==> src/rtl/core/ptb_pkg.sv <==
// Shared types and constants for the periodic timer bank.
`default_nettype none

package ptb_pkg;

    // Default number of timers in the bank
    localparam int NUM_TIMERS_DEF = 8;

    // Field widths of the input and result words
    localparam int ACTION_W   = 2;
    localparam int INDEX_W    = 3;
    localparam int INTERVAL_W = 16;
    localparam int MASK_W     = 8;

    // Action codes
    typedef enum logic [ACTION_W-1:0] {
        ACT_TICK    = 2'd0,
        ACT_ASSIGN  = 2'd1,
        ACT_ENABLE  = 2'd2,
        ACT_DISABLE = 2'd3
    } action_t;

    // Sequencer states
    typedef enum logic [1:0] {
        ST_IDLE,
        ST_SCAN,
        ST_FINISH,
        ST_EMIT
    } state_t;

endpackage

`default_nettype wire

==> src/rtl/core/periodic_timer_bank.sv <==
// Periodic timer bank: timer counts and intervals in memories, walked once per tick.
// Assign, enable and disable words take effect in the accept cycle and give no result.
// A tick word raises its fire mask after one read-modify-write of the count memory per timer,
// ST_FINISH to drain the last write and ST_EMIT to load the result, later while the output
// word is stalled. A tick holds off new words until its result is loaded; otherwise one other
// word is taken every cycle. Reset clears flags, sequencer and result register.
`default_nettype none

module periodic_timer_bank #(
    parameter int NUM_TIMERS = ptb_pkg::NUM_TIMERS_DEF
) (
    input  wire logic                           clk,
    input  wire logic                           rst_n,
    input  wire logic                           in_valid,
    output logic                                in_stall,
    input  wire logic [ptb_pkg::ACTION_W-1:0]   action,
    input  wire logic [ptb_pkg::INDEX_W-1:0]    timer_index,
    input  wire logic [ptb_pkg::INTERVAL_W-1:0] reload_interval,
    output logic                                out_valid,
    input  wire logic                           out_stall,
    output logic [ptb_pkg::MASK_W-1:0]          fire_mask
);

    import ptb_pkg::*;

    localparam int IDX_W  = (NUM_TIMERS > 1) ? $clog2(NUM_TIMERS) : 1;
    localparam int WIDE_W = (IDX_W > INDEX_W) ? IDX_W : INDEX_W;
    localparam logic [IDX_W-1:0] LAST_IDX = IDX_W'(NUM_TIMERS - 1);

    // Timer state memories
    logic [INTERVAL_W-1:0] cnt_mem [NUM_TIMERS];
    logic [INTERVAL_W-1:0] per_mem [NUM_TIMERS];
    logic [INTERVAL_W-1:0] cnt_rd_reg;
    logic [INTERVAL_W-1:0] per_rd_reg;

    // Control registers
    state_t                state_reg,     state_next;
    logic [IDX_W-1:0]      ptr_reg,       ptr_next;
    logic                  s1_valid_reg,  s1_valid_next;
    logic [IDX_W-1:0]      s1_idx_reg,    s1_idx_next;
    logic [MASK_W-1:0]     mask_reg,      mask_next;
    logic                  out_valid_reg, out_valid_next;
    logic [MASK_W-1:0]     fire_mask_reg, fire_mask_next;
    logic [NUM_TIMERS-1:0] run_reg,       run_next;
    logic [NUM_TIMERS-1:0] asg_reg,       asg_next;

    // Memory write port controls
    logic                  cnt_we;
    logic [IDX_W-1:0]      cnt_wa;
    logic [INTERVAL_W-1:0] cnt_wd;
    logic                  per_we;

    // Addressed timer, widened then cut to the memory index width
    logic [WIDE_W-1:0]     sel_wide;
    logic [IDX_W-1:0]      sel_idx;
    logic                  sel_in_range;

    assign sel_wide     = WIDE_W'(timer_index);
    assign sel_idx      = sel_wide[IDX_W-1:0];
    assign sel_in_range = int'(timer_index) < NUM_TIMERS;

    // Drive ports
    assign in_stall  = (state_reg != ST_IDLE);
    assign out_valid = out_valid_reg;
    assign fire_mask = fire_mask_reg;

    // Write and read the timer memories
    always_ff @(posedge clk)
    begin
        if (cnt_we)
        begin
            cnt_mem[cnt_wa] <= cnt_wd;
        end
        if (per_we)
        begin
            per_mem[sel_idx] <= reload_interval;
        end
        cnt_rd_reg <= cnt_mem[ptr_reg];
        per_rd_reg <= per_mem[ptr_reg];
    end

    // Hold control state
    always_ff @(posedge clk or negedge rst_n)
    begin
        if (!rst_n)
        begin
            state_reg     <= ST_IDLE;
            ptr_reg       <= '0;
            s1_valid_reg  <= 1'b0;
            s1_idx_reg    <= '0;
            mask_reg      <= '0;
            out_valid_reg <= 1'b0;
            fire_mask_reg <= '0;
            run_reg       <= '0;
            asg_reg       <= '0;
        end
        else
        begin
            state_reg     <= state_next;
            ptr_reg       <= ptr_next;
            s1_valid_reg  <= s1_valid_next;
            s1_idx_reg    <= s1_idx_next;
            mask_reg      <= mask_next;
            out_valid_reg <= out_valid_next;
            fire_mask_reg <= fire_mask_next;
            run_reg       <= run_next;
            asg_reg       <= asg_next;
        end
    end

    // Sequence commands and the tick walk
    always_comb
    begin
        state_next     = state_reg;
        ptr_next       = ptr_reg;
        s1_valid_next  = 1'b0;
        s1_idx_next    = ptr_reg;
        mask_next      = mask_reg;
        out_valid_next = out_valid_reg & out_stall;
        fire_mask_next = fire_mask_reg;
        run_next       = run_reg;
        asg_next       = asg_reg;
        cnt_we         = 1'b0;
        cnt_wa         = sel_idx;
        cnt_wd         = '0;
        per_we         = 1'b0;

        case (state_reg)
            ST_IDLE:
            begin
                if (in_valid)
                begin
                    if (action == ACT_TICK)
                    begin
                        state_next = ST_SCAN;
                        ptr_next   = '0;
                        mask_next  = '0;
                    end
                    else if (sel_in_range)
                    begin
                        case (action)
                            ACT_ASSIGN:
                            begin
                                per_we            = 1'b1;
                                cnt_we            = 1'b1;
                                run_next[sel_idx] = 1'b1;
                                asg_next[sel_idx] = 1'b1;
                            end
                            ACT_ENABLE:
                            begin
                                cnt_we            = 1'b1;
                                run_next[sel_idx] = 1'b1;
                            end
                            ACT_DISABLE:
                            begin
                                run_next[sel_idx] = 1'b0;
                            end
                            default:
                            begin
                                cnt_we = 1'b0;
                            end
                        endcase
                    end
                end
            end
            ST_SCAN:
            begin
                // Issue one read per timer
                s1_valid_next = 1'b1;
                s1_idx_next   = ptr_reg;
                if (ptr_reg == LAST_IDX)
                begin
                    state_next = ST_FINISH;
                end
                else
                begin
                    ptr_next = ptr_reg + IDX_W'(1);
                end
            end
            ST_FINISH:
            begin
                state_next = ST_EMIT;
            end
            ST_EMIT:
            begin
                // Load the result once the output register is free
                if (!out_valid_reg || !out_stall)
                begin
                    out_valid_next = 1'b1;
                    fire_mask_next = mask_reg;
                    state_next     = ST_IDLE;
                end
            end
            default:
            begin
                state_next = ST_IDLE;
            end
        endcase

        // Advance or reload the timer read in the previous cycle
        if (s1_valid_reg && run_reg[s1_idx_reg] && asg_reg[s1_idx_reg])
        begin
            cnt_we = 1'b1;
            cnt_wa = s1_idx_reg;
            if (cnt_rd_reg == per_rd_reg)
            begin
                cnt_wd    = '0;
                mask_next = mask_reg | (MASK_W'(1) << s1_idx_reg);
            end
            else
            begin
                cnt_wd = cnt_rd_reg + INTERVAL_W'(1);
            end
        end
    end

endmodule

`default_nettype wire
==> config.mk <==
export PLATFORM = sky130hd
export DESIGN_NAME = periodic_timer_bank
export DESIGN_NICKNAME = d
export VERILOG_FILES = /design/src/rtl/core/ptb_pkg.sv /design/src/rtl/core/periodic_timer_bank.sv
export SDC_FILE = /design/constraint.sdc
export NUM_CORES = 1
export LEC_CHECK = 0
export ABC_AREA = 1
export BUFFER_PORTS_ARGS = -buffer_cell sky130_fd_sc_hd__buf_2
export CAP_MARGIN = 20
export CORE_MARGIN = 4
export CORE_UTILIZATION = 30
export CTS_BUF_LIST = sky130_fd_sc_hd__clkbuf_16
export CTS_CLUSTER_DIAMETER = 150
export DETAILED_ROUTE_END_ITERATION = 10
export GPL_ROUTABILITY_DRIVEN = 0
export SETUP_SLACK_MARGIN = 0.15
export SLEW_MARGIN = 40
export SYNTH_ARGS = -nofsm -noshare
export SYNTH_HDL_FRONTEND = slang
export SYNTH_SLANG_ARGS = --single-unit
==> constraint.sdc <==
create_clock -name clk -period 6 [get_ports clk]
set_input_delay 0 -clock clk [delete_from_list [all_inputs] [get_ports clk]]
set_output_delay 0 -clock clk [all_outputs]
set_load 0.01 [all_outputs]
== Yosys cells after proc, flatten, opt, wreduce, memory -nomap -nowiden ==
Memory sizes are Yosys's and may differ from the RTL's. A register that Yosys moved wholly into a read port is not among the register bits.
Cells that the tools add are included.
Word-level totals
  register bits: 42
  bits in latches: 0
  memory bits (writable): 256
  ROM bits: 0
  input bits: 25
  output and inout port bits: 10
  word-level logic and storage cells: 94
  memories: 2
Memories
  cnt_mem: depth 8, bits a word 16, read ports 1, clocked after memory_dff 1, wr ports 1, line periodic_timer_bank.sv:31  | logic [INTERVAL_W-1:0] cnt_mem [NUM_TIMERS];
  per_mem: depth 8, bits a word 16, read ports 1, clocked after memory_dff 1, wr ports 1, line periodic_timer_bank.sv:32  | logic [INTERVAL_W-1:0] per_mem [NUM_TIMERS];
Operators by class
  add/sub/neg operators: 2
  $mul: 0
  div/mod/pow operators: 0
  $lt $le $gt $ge: 3
  eq/ne operators: 13
  shift-type cells: 1
  mux-type cells: 40
  bitwise operators: 7
  reductions and logical operators: 17
Operator list (number)
  $mux W8: 5
  $mux W16: 2
  $or A8 B8 Y8: 3
  $mux W1: 19
  $add A16 B1 Y16 const B: 1
  $eq A16 B16 Y1: 1
  $pmux W8 S2: 1
  $reduce_and A4 Y1: 4
  $mux W3: 4
  $ne A2 B2 Y1 const B: 5
  $and A8 B8 Y8: 1
  $eq A2 B2 Y1 const B: 4
  $lt A3 B4 Y1 const B: 2
  $mux W2: 4
  $not A8 Y8: 1
  $pmux W2 S4: 1
  $shl A1 B3 Y8 const A: 1
  $bmux W1 S3: 2
  $pmux W3 S2: 1
  $reduce_bool A2 Y1: 3
  $eq A2 B1 Y1 const B: 2
  $logic_not A2 Y1: 2
  $add A3 B1 Y3 const B: 1
  $demux W1 S3: 1
  9 further kinds: 12

== Depth between registers and ports, before layout ==
  word-level depth: 9
  depth in mapped cells: 13
  mapped depth without buffers: 12

== Least setup slack after synthesis ==
Ideal clock, no wire load.
  path kind: register to register
  start point: register s1_idx_reg[0]
  end point: memory cnt_mem[0][0], enable pin
  library setup time: 388 ps
  arrival: 2067 ps
  data required time: 5612 ps
  setup slack: 3545 ps
  cell stages (with the launch flop): 13
  path buffers: 1
  period minus slack after synthesis: 2455 ps
  cell sequence: dfrtp_1 buf_6 inv_6 nand2_1 nand2_1 nand2_1 nand2_1 nand2_1 nand2_2 nand3_4 nand2_1 nand3_2 nor2_1
On the way
  cells in the longest elaborated chain, start to end: 7
  elaborated cells on any way between the ends: 10
  classes of those cells: mux: 8; reduce/logical: 2
RTL lines
  from (decl): line periodic_timer_bank.sv:40  | logic [IDX_W-1:0] s1_idx_reg, s1_idx_next;
  from (signal assigned): line periodic_timer_bank.sv:102  | s1_idx_reg <= s1_idx_next;
  $bmux W1 S3: line periodic_timer_bank.sv:201  | if (s1_valid_reg && run_reg[s1_idx_reg] && asg_reg[s1_idx_reg])
  $mux W1 (not written as such): line periodic_timer_bank.sv:201
  $logic_and A1 B1 Y1 (2 in series): line periodic_timer_bank.sv:201
  $mux W1: line periodic_timer_bank.sv:201
  $mux W1: line periodic_timer_bank.sv:70  | if (cnt_we)
  $mux W1 (not written as such): line periodic_timer_bank.sv:72  | cnt_mem[cnt_wa] <= cnt_wd;
  to (decl): line periodic_timer_bank.sv:31
Parallel ways exist; a longest one is shown, timed or not. The select of a mux whose other input is x is not followed.

== Final worst setup path ==
  start point: register s1_idx_reg[0]
  end point: memory cnt_mem[2][11], enable pin
The elaborated chain is that of the path after synthesis.

==> reports/metrics.cfg <==
[timing]
slew_viol_final=0
tns_ps=0
setup_slack_ps=3040
slew_headroom_pct=44.7
fin_crit_sh_pct=49.3
worstMarginPinSlew_ps=830
fin_skew_ps=22.5
finalSetupViolCount=0
hold_ws_ps=29.4
max_freq_mhz=338
finalCriticalPeriod_ps=2960
hold_viol=0
rsz0062_at_grt=false

[run_status]
status=finished, final reports clean

[synth]
syn_area_per_cell_sq_um=11.6
synth-simple-area-share_pct=13.0
yosys.cell_types.count=32
synth_cells=1147
synth_warnings=0
synth_xor_area_share_pct=1.98
syn_area_sq_um=13300
synth_compound_area_share_pct=9.94
ys_ff_latch=330
ys_seq_area_share_pct=70.7
synth_top_family_by_area=simple AND/OR/NAND/NOR gates
synth.area.mux_share_pct=0
synthAdderAreaFrac_pct=1.13
syn_nets=1184

[setup_path]
critPathMaxStageDelay_ps=660
reg2reg_from=s1_idx_reg[0]
cp-start-kind=flip-flop
path_cells=inv_6 -> nand2_2 -> nand2_1 -> nand2_1 -> nand2_2 -> a21oi_4 -> nand3_4 -> nand2_1 -> nand3_2 -> nor2_4
startpoint=s1_idx_reg[0]
crit_family=simple AND/OR/NAND/NOR gates
worstPathBufferInverterCount=1
slowest_stage=dfrtp_1
endpoint_kind=flip-flop
cpMostUsedCell=nand2_1
critPathMaxFanout=18
required_ps=6130
setup.worst_path.class=reg -> reg
arrival_ps=3090

[cts]
cts.reportedPaths.clkPinSlew_ps=60
insertion_delay_ps=520
cts_hold_buf=23
post_cts_buffers=0
cts_buffers=36
cts_root_buffer=clkbuf_16
cts_max_path_buffers=3
cts_resized=0
cts_max_level=2
cts_tree=built
cts_sinks=330

[cells_and_area]
area_growth_pct=16.4
fin_util_pct=35.6
diodes=0
top_regs=cnt_mem (128), per_mem (128)
final_area_sq_um=15400
stdcell_count=1806
final_nets=1230
drive_gt1_share_pct=10.2

[grt]
antenna_found_initial=0
grt_max_degree=71
grt_pass1_vias=8371
grt.total_usage_pct=12.0
grt_pass1_wl_microns=46300
grt-ovfl-total=0

[routing]
ant_nets=0
wl_per_cell_microns=16.1
routed_wl_microns=29000
drcViolationCount=0
drtIter0Drc=773
via_count=8450
vias_per_cell=4.68
first_pass_iters=5

[power]
p_total_mw=6.66
pwr_density_cell_nw_per_um2=431
peakVddDrop_uv=237
leakage_nw=5.65

[floorplan]
start_util_pct=30.6
die_area_sq_um=47700
fp.dieH_microns=218
num_rows=76
pin_count=35
fp.coreArea_sq_um=43400
dieWidth_microns=218

[placed_design]
place_ws_ps=2830
dp.cells=1717
dp_hpwl_microns=16800
placed_cell_area_sq_um=14100
portBuffers=34

[hold_path]
min-delay-path-class=in -> async

[job]
drv_cap=0

==> per-layer routing <==
layer  wire [microns]  track usage (%)  up-vias
met5                0                0        -
li1                 -                -     4107
met2            13400             19.5      219
met4              450             2.91        0
met1            13600             17.1     4086
met3             1530             1.79       38
==> power by group <==
group	total, mW	internal, mW	switching [mW]
registers	3.00	2.73	0.263
clock network	2.01	1.15	0.868
logic	1.65	0.554	1.09
total	6.66	4.43	2.22
==> layout by cell type, fill, tap and decap left out, types with 12 or more instances in the layout <==
master,count
a31oi_1,40
buf_2,33
clkbuf_16,36
dfrtp_1,40
dfxtp_1,32
dlygate4sd3_1,23
edfxtp_1,256
ha_1,12
inv_1,62
nand2_1,79
nor2_1,282
nor2_4,14
nor3_1,12
o21ai_0,154
o22ai_1,32
xnor2_1,19
==> cell families after synthesis <==
kind of cell | count (synthesis)
compound gates | 241
xor+xnor | 30
fa+ha+maj | 12
buf+inv | 110
flops | 330
simple gates | 424
==> path summary, 6_finish.rpt <==
kind | endpoint | slack (ps) | cells after the start
worst max-delay path | cnt_mem[2][11] | 3040 | 10
worst min-delay path | asg_reg[4] | 30 | 2
worst max register to register | cnt_mem[2][11] | 3040 | 10
worst min register to register | s1_idx_reg[2] | 420 | 0
max in group asynchronous | ptr_reg[0] | 5540 | 2
min in group clk | flip-flop | 60 | 3
==> synthesized netlist by cell type, drive strengths merged <==
master / instances / area, sq um
dfrtp: 42 / 1050
o22ai: 32 / 200
inv: 54 / 208
clkbuf: 42 / 158
nand3: 13 / 87.6
a31oi: 40 / 250
nor3: 12 / 60.1
nand3b: 2 / 15.0
o21a: 1 / 7.51
edfxtp: 256 / 7690
ha: 12 / 150
buf: 14 / 73.8
xnor2: 19 / 166
nor2: 299 / 1140
a21oi: 10 / 61.3
xor2: 11 / 96.3
dfxtp: 32 / 641
nand2: 85 / 334
o21bai: 4 / 30.0
o21ai: 154 / 771
nand4: 12 / 81.3
and3: 1 / 6.26
==> area by class of cell <==
type / instances / area (sq um)
Tap cell: 585 / 732
Inverter: 54 / 210
Clock buffer: 36 / 901
Multi-Input combinational cell: 707 / 3570
Timing Repair Buffer: 64 / 455
Sequential cell: 330 / 9380
Clock inverter: 30 / 196
Fill cell: 4300 / 27900
Note: power is estimated with default switching activity, not from simulation.
